<file path="src/rtl/assert_macros.svh">
// Assertion helpers used by the top-level RTL file.
`ifndef ASSERT_MACROS_SVH
`define ASSERT_MACROS_SVH

// Same-cycle implication, checked at every rising clock edge outside reset.
`define ASSERT_IMPLIES(label, clk, rst, ante, cons) \
   label: assert property (@(posedge clk) disable iff (rst) (ante) |-> (cons)) \
      else $error("assertion failed: same-cycle implication");

// Next-cycle implication, checked at every rising clock edge outside reset.
`define ASSERT_NEXT(label, clk, rst, ante, cons) \
   label: assert property (@(posedge clk) disable iff (rst) (ante) |=> (cons)) \
      else $error("assertion failed: next-cycle implication");

`endif

</file>
<file path="src/rtl/mlf_pkg.sv">
package mlf_pkg;

   // Field widths fixed by the interface
   localparam int MAC_W  = 48;
   localparam int PORT_W = 3;
   localparam int MASK_W = 8;

   // Default table depth and number of physical ports
   localparam int TABLE_ENTRIES_DEF = 16;
   localparam int PORT_COUNT        = 8;

   // Egress masks are limited to existing ports
   localparam logic [MASK_W-1:0] PORT_LIMIT =
      (PORT_COUNT >= MASK_W) ? {MASK_W{1'b1}} : MASK_W'((1 << PORT_COUNT) - 1);

   localparam logic [MASK_W-1:0] CONN_RESET = 8'hFF;

   // Controller states
   typedef enum logic [1:0] {
      ST_IDLE,
      ST_SCAN,
      ST_DRAIN
   } state_type;

   // Search status handed from cell to cell along with the token
   typedef struct packed {
      logic token;     // a lookup is passing through this position
      logic src_hit;   // source address already present
      logic free_seen; // an empty entry was found
      logic dst_hit;   // destination address present
   } scan_flags_type;

endpackage

</file>
<file path="src/rtl/mlf_cell.sv">
module mlf_cell #(
   parameter int TABLE_ENTRIES = mlf_pkg::TABLE_ENTRIES_DEF,
   parameter int CELL_INDEX    = 0
) (
   input  logic                              clock,
   input  logic                              reset,
   // search status from the previous cell
   input  mlf_pkg::scan_flags_type           flags_in,
   input  logic [$clog2(TABLE_ENTRIES)-1:0]  free_idx_in,
   input  logic [$clog2(TABLE_ENTRIES)-1:0]  dst_idx_in,
   input  logic [mlf_pkg::PORT_W-1:0]        dst_port_in,
   // search status to the next cell
   output mlf_pkg::scan_flags_type           flags_out,
   output logic [$clog2(TABLE_ENTRIES)-1:0]  free_idx_out,
   output logic [$clog2(TABLE_ENTRIES)-1:0]  dst_idx_out,
   output logic [mlf_pkg::PORT_W-1:0]        dst_port_out,
   // header under lookup, held by the controller
   input  logic [mlf_pkg::MAC_W-1:0]         look_src,
   input  logic [mlf_pkg::MAC_W-1:0]         look_dst,
   input  logic [mlf_pkg::PORT_W-1:0]        look_port,
   // entry write from the controller
   input  logic                              wr_en,
   input  logic [$clog2(TABLE_ENTRIES)-1:0]  wr_idx,
   input  logic [mlf_pkg::MAC_W-1:0]         wr_mac,
   input  logic [mlf_pkg::PORT_W-1:0]        wr_port
);

   localparam int IDX_W = $clog2(TABLE_ENTRIES);

   // One table entry
   logic [mlf_pkg::MAC_W-1:0]  mac_ff;
   logic [mlf_pkg::PORT_W-1:0] port_ff;
   logic                       valid_ff;

   // Registered search status
   mlf_pkg::scan_flags_type    flags_ff, flags_in_nxt;
   logic [IDX_W-1:0]           free_idx_ff, free_idx_in_nxt;
   logic [IDX_W-1:0]           dst_idx_ff, dst_idx_in_nxt;
   logic [mlf_pkg::PORT_W-1:0] dst_port_ff, dst_port_in_nxt;

   logic src_match;
   logic dst_match;
   logic own_write;

   assign src_match = valid_ff && (mac_ff == look_src);
   assign dst_match = valid_ff && (mac_ff == look_dst);
   assign own_write = wr_en && (wr_idx == IDX_W'(CELL_INDEX));

   // Fold this entry into the search status
   always_comb begin
      flags_in_nxt    = flags_in;
      free_idx_in_nxt = free_idx_in;
      dst_idx_in_nxt  = dst_idx_in;
      dst_port_in_nxt = dst_port_in;
      if (src_match) begin
         flags_in_nxt.src_hit = 1'b1;
      end
      if (!flags_in.free_seen && !valid_ff) begin
         flags_in_nxt.free_seen = 1'b1;
         free_idx_in_nxt        = IDX_W'(CELL_INDEX);
      end
      if (!flags_in.dst_hit && dst_match) begin
         flags_in_nxt.dst_hit = 1'b1;
         dst_idx_in_nxt       = IDX_W'(CELL_INDEX);
         dst_port_in_nxt      = port_ff;
      end
   end

   // Status register toward the neighbor
   always_ff @(posedge clock) begin
      if (reset) begin
         flags_ff <= '0;
      end else begin
         flags_ff <= flags_in_nxt;
      end
   end

   always_ff @(posedge clock) begin
      free_idx_ff <= free_idx_in_nxt;
      dst_idx_ff  <= dst_idx_in_nxt;
      dst_port_ff <= dst_port_in_nxt;
   end

   // Entry valid bit
   always_ff @(posedge clock) begin
      if (reset) begin
         valid_ff <= 1'b0;
      end else if (own_write) begin
         valid_ff <= 1'b1;
      end
   end

   // Entry contents: new insert, or port refresh as the token passes a match
   always_ff @(posedge clock) begin
      if (own_write) begin
         mac_ff  <= wr_mac;
         port_ff <= wr_port;
      end else if (flags_in.token && src_match) begin
         port_ff <= look_port;
      end
   end

   assign flags_out    = flags_ff;
   assign free_idx_out = free_idx_ff;
   assign dst_idx_out  = dst_idx_ff;
   assign dst_port_out = dst_port_ff;

endmodule

</file>
<file path="src/rtl/mac_learning_forwarder_top.sv">
// Learning bridge forwarding table. Each accepted header first learns its
// source address (port refresh on a match, insert into the lowest empty entry,
// or round-robin replacement when the table is full), then looks up the
// destination: a hit gives a one-hot egress mask, a miss floods to all
// connected ports but the ingress one. One header is handled at a time: the
// header is registered, then a search token walks the row of entry cells one
// cell per cycle, then the source is learned and the result formed, and then
// the result moves to the output register. A result still waiting on the
// output holds the next one in that last step. The next header can be
// accepted at the edge after the one that loads the output register, even
// while that result still waits there. connected_ports resets to all ones.
`include "assert_macros.svh"

module mac_learning_forwarder_top #(
   parameter int TABLE_ENTRIES = mlf_pkg::TABLE_ENTRIES_DEF
) (
   input  logic         clock,
   input  logic         reset,
   // request: [47:0] src_mac, [95:48] dst_mac, [98:96] ingress_port, zero pad
   input  logic         req_tvalid,
   output logic         req_tready,
   input  logic [103:0] req_tdata,
   // response: [7:0] egress_mask
   output logic         rsp_tvalid,
   input  logic         rsp_tready,
   output logic [7:0]   rsp_tdata,
   // response flags: [0] flooded, [1] learned_new, [2] evicted
   output logic [2:0]   rsp_tuser,
   // connected_ports register write
   input  logic         csr_valid,
   output logic         csr_ready,
   input  logic [7:0]   csr_data
);

   localparam int IDX_W  = $clog2(TABLE_ENTRIES);
   localparam int MAC_W  = mlf_pkg::MAC_W;
   localparam int PORT_W = mlf_pkg::PORT_W;
   localparam int MASK_W = mlf_pkg::MASK_W;

   mlf_pkg::state_type state_ff, state_in;

   // Header under lookup
   logic [MAC_W-1:0]  req_src_ff;
   logic [MAC_W-1:0]  req_dst_ff;
   logic [PORT_W-1:0] req_port_ff;

   logic [IDX_W-1:0]  ptr_ff;
   logic [MASK_W-1:0] conn_ff;

   // Staged result and output register
   logic [MASK_W-1:0] res_mask_ff;
   logic [2:0]        res_user_ff;
   logic              rsp_tvalid_ff;
   logic [MASK_W-1:0] rsp_mask_ff;
   logic [2:0]        rsp_user_ff;

   // Cell chain wiring
   mlf_pkg::scan_flags_type flags_chain [TABLE_ENTRIES+1];
   logic [IDX_W-1:0]        free_chain  [TABLE_ENTRIES+1];
   logic [IDX_W-1:0]        dsti_chain  [TABLE_ENTRIES+1];
   logic [PORT_W-1:0]       dstp_chain  [TABLE_ENTRIES+1];

   logic              req_accept;
   logic              start_ff;
   logic              scan_done;
   logic              tbl_write;
   logic              load_rsp;
   logic              evict;
   logic [IDX_W-1:0]  wr_idx;
   logic              dst_eq_src;
   logic              dst_hit;
   logic [PORT_W-1:0] hit_port;
   logic [MASK_W-1:0] egress_mask;
   mlf_pkg::scan_flags_type last_flags;

   assign req_accept = req_tvalid && req_tready;
   assign last_flags = flags_chain[TABLE_ENTRIES];

   // Token enters the first cell once the header is registered
   always_ff @(posedge clock) begin
      if (reset) begin
         start_ff <= 1'b0;
      end else begin
         start_ff <= req_accept;
      end
   end

   // token is the top bit of the status, all other flags start clear
   assign flags_chain[0] = {start_ff, 3'b000};
   assign free_chain[0] = '0;
   assign dsti_chain[0] = '0;
   assign dstp_chain[0] = '0;

   for (genvar gi = 0; gi < TABLE_ENTRIES; gi++) begin : g_cell
      mlf_cell #(
         .TABLE_ENTRIES (TABLE_ENTRIES),
         .CELL_INDEX    (gi)
      ) u_cell (
         .clock        (clock),
         .reset        (reset),
         .flags_in     (flags_chain[gi]),
         .free_idx_in  (free_chain[gi]),
         .dst_idx_in   (dsti_chain[gi]),
         .dst_port_in  (dstp_chain[gi]),
         .flags_out    (flags_chain[gi+1]),
         .free_idx_out (free_chain[gi+1]),
         .dst_idx_out  (dsti_chain[gi+1]),
         .dst_port_out (dstp_chain[gi+1]),
         .look_src     (req_src_ff),
         .look_dst     (req_dst_ff),
         .look_port    (req_port_ff),
         .wr_en        (tbl_write),
         .wr_idx       (wr_idx),
         .wr_mac       (req_src_ff),
         .wr_port      (req_port_ff)
      );
   end

   // Next state
   always_comb begin
      state_in = state_ff;
      unique case (state_ff)
         mlf_pkg::ST_IDLE: begin
            if (req_tvalid) begin
               state_in = mlf_pkg::ST_SCAN;
            end
         end
         mlf_pkg::ST_SCAN: begin
            if (last_flags.token) begin
               state_in = mlf_pkg::ST_DRAIN;
            end
         end
         mlf_pkg::ST_DRAIN: begin
            if (!rsp_tvalid_ff || rsp_tready) begin
               state_in = mlf_pkg::ST_IDLE;
            end
         end
         default: state_in = mlf_pkg::ST_IDLE;
      endcase
   end

   // State outputs
   always_comb begin
      req_tready = 1'b0;
      scan_done  = 1'b0;
      load_rsp   = 1'b0;
      unique case (state_ff)
         mlf_pkg::ST_IDLE:  req_tready = 1'b1;
         mlf_pkg::ST_SCAN:  scan_done  = last_flags.token;
         mlf_pkg::ST_DRAIN: load_rsp   = !rsp_tvalid_ff || rsp_tready;
         default: ;
      endcase
   end

   always_ff @(posedge clock) begin
      if (reset) begin
         state_ff <= mlf_pkg::ST_IDLE;
      end else begin
         state_ff <= state_in;
      end
   end

   // Capture the header
   always_ff @(posedge clock) begin
      if (req_accept) begin
         req_src_ff  <= req_tdata[47:0];
         req_dst_ff  <= req_tdata[95:48];
         req_port_ff <= req_tdata[98:96];
      end
   end

   // Learning decision at the end of the scan
   assign evict     = !last_flags.src_hit && !last_flags.free_seen;
   assign wr_idx    = last_flags.free_seen ? free_chain[TABLE_ENTRIES] : ptr_ff;
   assign tbl_write = scan_done && !last_flags.src_hit;

   // Destination as seen after learning: the evicted entry is gone and the
   // source itself is always present
   assign dst_eq_src = (req_dst_ff == req_src_ff);
   assign dst_hit    = dst_eq_src ||
                       (last_flags.dst_hit &&
                        !(evict && (dsti_chain[TABLE_ENTRIES] == ptr_ff)));
   assign hit_port   = dst_eq_src ? req_port_ff : dstp_chain[TABLE_ENTRIES];

   always_comb begin
      if (dst_hit) begin
         egress_mask = (MASK_W'(1) << hit_port) & mlf_pkg::PORT_LIMIT;
      end else begin
         egress_mask = conn_ff & ~(MASK_W'(1) << req_port_ff) & mlf_pkg::PORT_LIMIT;
      end
   end

   // Round-robin replacement pointer
   always_ff @(posedge clock) begin
      if (reset) begin
         ptr_ff <= '0;
      end else if (scan_done && evict) begin
         if (ptr_ff == IDX_W'(TABLE_ENTRIES - 1)) begin
            ptr_ff <= '0;
         end else begin
            ptr_ff <= ptr_ff + IDX_W'(1);
         end
      end
   end

   // Stage the result
   always_ff @(posedge clock) begin
      if (scan_done) begin
         res_mask_ff <= egress_mask;
         res_user_ff <= {evict, !last_flags.src_hit, !dst_hit};
      end
   end

   // Output register
   always_ff @(posedge clock) begin
      if (reset) begin
         rsp_tvalid_ff <= 1'b0;
      end else if (load_rsp) begin
         rsp_tvalid_ff <= 1'b1;
      end else if (rsp_tready) begin
         rsp_tvalid_ff <= 1'b0;
      end
   end

   always_ff @(posedge clock) begin
      if (load_rsp) begin
         rsp_mask_ff <= res_mask_ff;
         rsp_user_ff <= res_user_ff;
      end
   end

   assign rsp_tvalid = rsp_tvalid_ff;
   assign rsp_tdata  = rsp_mask_ff;
   assign rsp_tuser  = rsp_user_ff;

   // Configuration register
   assign csr_ready = 1'b1;

   always_ff @(posedge clock) begin
      if (reset) begin
         conn_ff <= mlf_pkg::CONN_RESET;
      end else if (csr_valid) begin
         conn_ff <= csr_data;
      end
   end

   // Checks
   `ASSERT_IMPLIES(a_token_in_scan, clock, reset, last_flags.token, state_ff == mlf_pkg::ST_SCAN)
   `ASSERT_NEXT(a_ptr_moves, clock, reset, scan_done && evict, ptr_ff != $past(ptr_ff))
   `ASSERT_IMPLIES(a_evict_learns, clock, reset, rsp_tvalid && rsp_tuser[2], rsp_tuser[1])
   `ASSERT_IMPLIES(a_hit_onehot, clock, reset, rsp_tvalid && !rsp_tuser[0], $onehot0(rsp_tdata))

endmodule

</file>
<file path="config.mk">
export PLATFORM = sky130hd
export DESIGN_NAME = mac_learning_forwarder_top
export DESIGN_NICKNAME = d
export VERILOG_FILES = /design/src/rtl/mlf_pkg.sv /design/src/rtl/mlf_cell.sv /design/src/rtl/mac_learning_forwarder_top.sv
export VERILOG_INCLUDE_DIRS = /design/src /design/src/rtl
export SDC_FILE = /design/constraint.sdc
export NUM_CORES = 2
export LEC_CHECK = 0
export ABC_AREA = 1
export CORE_UTILIZATION = 42
export CTS_BUF_LIST = sky130_fd_sc_hd__clkbuf_2
export DETAILED_ROUTE_END_ITERATION = 8
export DONT_BUFFER_PORTS = 1
export GPL_TIMING_DRIVEN = 0
export SLEW_MARGIN = 20
export SYNTH_ARGS = -nofsm -noshare
export SYNTH_HDL_FRONTEND = slang
export SYNTH_HIERARCHICAL = 1
export SYNTH_SLANG_ARGS = --single-unit
export TNS_END_PERCENT = 10
</file>
<file path="constraint.sdc">
create_clock -name clock -period 9 [get_ports clock]
set_clock_uncertainty 0.05 [all_clocks]
set_input_delay 2.7 -clock clock [delete_from_list [all_inputs] [get_ports clock]]
set_output_delay 2.7 -clock clock [all_outputs]
set_load 0.01 [all_outputs]
</file>
==> impl_metrics.toml <==
[outcome]
outcome = "complete, no violations"

[global_routing]
grt_pass1_vias = 55283
grt_usage_pct = 32.4
grt-ovfl-total = 0
grt_max_degree = 91
grt_pass1_wl_um = 364000
antenna_found_initial = 9

[route]
viasPerCell = 5.17
num_vias = 59403
ant_nets = 0
top_layer = "met5"
drt_pre_antenna_iters = 8
drc = 0
wl_per_cell_um = 22.4
drt_wl_total_um = 257000
route.met3.wl_um = 30700
met1_length_um = 100000
routed-wl-met2_um = 109000
drtIter0Drc = 7189

[sta]
rsz0062_at_grt = "no"
drv_slew = 0
finalSetupTns_ns = 0
clock.fmax_ghz = 0.200
slew_headroom_pct = 19.6
hold_violations = 0
min_period_over_period_pct = 55.6
setup_violations = 0
tightest_slew_ns = 1.21
period_needed_ns = 5.00

[floorplan]
dieArea_um2 = 156000
dieHeight_um = 395
core_um2 = 152000
fp-row-count = 143
initial_core_util_pct = 42.5
fp.dieW_um = 395
ios = 131

[critical_path]
crit_chain = "nor2_1"
path_depth = 1
path_delay_family = "flip-flops"
critPathCaptureType = "output port"
rr_endpoint = "res_mask_ff[6]$_DFFE_PP_"
slowest_stage = "dfxtp_1"
critical_path_class = "reg -> out"
startpoint_type = "register"
arrival_ns = 2.25
timing.rr.start = "req_src_ff[29]$_DFFE_PP_"
r2r_cells = 15
cp-startpoint = "state_ff[0]$_SDFFE_PP0P_"
cp_max_fo = 5
crit_end = "req_tready"
cpPeakStageDelay_ns = 0.37
worstPathRequired_ns = 6.25
rrSetupSlack_ns = 5.75
worst-path-buf-inv = 0

[logic_synthesis]
netlist_area_um2 = 64800
synth_edf_count = 937
synthMostInstantiatedCell = "nand2_1"
ys_seq_area_share_pct = 51.8
synth_top_cell_by_area = "edfxtp_1"
netlist_instances = 8524
postSynth.asyncResetShare_pct = 0
synth-seq-cells = 1209
synth_cell_types = 34
ys_top_cells_by_count = "nand2_1 (3250), inv_1 (1519), nor2_1 (1076)"
synth_top_cell_area_share_pct = 43.4
synth.avg_cell_area_um2 = 7.60
synthFlopType = "edfxtp_1"
synth_warnings = 6
synth.area.top_cells = "edfxtp_1 (43%), nand2_1 (19%), inv_1 (8.8%)"

[layout]
final_util_pct = 50.0
synthToLayoutAreaGrowth_pct = 17.6
fillerInstances = 14708
layout-drive-gt1-share_pct = 11.6
finalNetCount = 9344

[clock_network]
cts_sinks = 1209
cts_setup_buffers = 0
cts_made_buffers = 337
hold_buffers = 0
htreeDepth = 5
cts_root_buffer = "clkbuf_2"
post_cts_resized = 0
cts_tree = "built"
clkTransAtPathRegs_ns = 0.10
clockBufferDepth = 4
clock_latency_ns = 1.85

[pwr]
p_total_mw = 11.8
peakVddDrop_mv = 0.177
power_density_nw_per_um2 = 155
leakagePower_nw = 36.4

[place]
io_buffers = 0
gp_congestion = 0.922
dp_hpwl_um = 198000

[min_path]
hold_path_class = "reg -> reg"

[job]
cap_viol_max_count = 0
-- how the worst min path moves through the flow --
stage | cells after the start | startpoint | endpoint | slack (ns)
after floorplan | 2 | g_cell[14].u_cell/free_idx_out[0]$_SDFF_PP0_ | g_cell[15].u_cell/free_idx_out[0]$_SDFF_PP1_ | 0.34
after global placement | 2 | g_cell[13].u_cell/dst_idx_out[2]$_SDFF_PP1_ | g_cell[14].u_cell/dst_idx_out[2]$_SDFF_PP1_ | 0.34
after detailed placement | 2 | g_cell[13].u_cell/dst_idx_out[3]$_SDFF_PP1_ | g_cell[14].u_cell/dst_idx_out[3]$_SDFF_PP1_ | 0.34
after CTS | 2 | g_cell[11].u_cell/free_idx_out[0]$_SDFF_PP1_ | g_cell[12].u_cell/free_idx_out[0]$_SDFF_PP0_ | 0.28
after global routing | 2 | g_cell[11].u_cell/free_idx_out[0]$_SDFF_PP1_ | g_cell[12].u_cell/free_idx_out[0]$_SDFF_PP0_ | 0.29
final | 2 | g_cell[11].u_cell/free_idx_out[0]$_SDFF_PP1_ | g_cell[12].u_cell/free_idx_out[0]$_SDFF_PP0_ | 0.31
-- metal layers --
layer  global-route usage [%]  up-vias
li1                         -    27687
met1                     42.3    27193
met2                     48.7     3599
met3                     7.27      922
met4                     19.8        2
met5                        0        -
-- layout by cell type (no fill, tap or decap), types with 17 or more instances in the layout --
| cell type | instances |
|---|---|
| inv_2 | 113 |
| nand3_1 | 102 |
| clkbuf_2 | 480 |
| buf_16 | 49 |
| o21ai_1 | 48 |
| edfxtp_1 | 937 |
| o21ai_0 | 484 |
| xnor2_1 | 260 |
| nor2_1 | 1075 |
| clkinv_1 | 67 |
| nor2_4 | 35 |
| or2_2 | 28 |
| nor2_2 | 19 |
| inv_1 | 1516 |
| a21oi_1 | 62 |
| dfxtp_1 | 272 |
| o22ai_1 | 82 |
| nand3_4 | 17 |
| buf_8 | 290 |
| nand2_1 | 3250 |
| xor2_1 | 89 |
| nand4_1 | 57 |
-- layout make-up --
class                      instances  area, um^2  share of cell area (%)
inverter                        1629        6120                    8.03
sequential                      1209       33600                    44.1
antenna                            8        20.0                  0.0263
clock inverter                    88         480                   0.631
tap                             2030        2540                    3.33
multi-input combinational       5681       25100                    32.9
clock buffer                     479        2400                    3.15
timing repair buffer             349        5830                    7.65
buffer                            19         136                   0.179
-- kinds of logic after synthesis --
logic type	after synthesis	synth area share, %
compound gates	681	5.43
xor+xnor	349	4.72
fa+ha+maj	1	0.0193
buf+inv	1648	9.57
flops	1209	51.8
mux	1	0.0174
other cells	2	0.0116
simple gates	4633	28.4
-- stage by stage --
| stage | hold WS (ns) | instances | worst slack, ns | area, um^2 |
|---|---|---|---|---|
| floorplan | 0.338 | 8538 | 3.79 | 64800 |
| global placement | 0.342 | 10568 | 2.15 | 67400 |
| detailed placement | 0.342 | 10917 | 4.71 | 73300 |
| CTS | 0.278 | 11484 | 3.81 | 76200 |
| global route | 0.290 | 11490 | 3.83 | 76200 |
| finish | 0.315 | 11492 | 4.00 | 76200 |
-- report_power, final --
group	leakage [nW]	internal [mW]	switching (mW)
sequential	10.7	6.09	0.136
clock	2.24	1.56	2.42
combinational	23.4	0.544	1.04
-- state kept, by name, indices dropped and copies added (netlist names), 3 cells and up --
signal	flops
rsp_tuser	3
res_user_ff	3
req_port_ff	3
req_src_ff	48
g_cell.u_cell/port_ff	48
res_mask_ff	8
rsp_tdata	8
g_cell.u_cell/dst_idx_out	64
conn_ff	8
g_cell.u_cell/mac_ff	768
g_cell.u_cell/free_idx_out	64
g_cell.u_cell/dst_port_out	48
ptr_ff	4
g_cell.u_cell/flags_out	64
g_cell.u_cell/valid_ff	16
req_dst_ff	48
No activity file was read; power rests on OpenSTA's default activity.
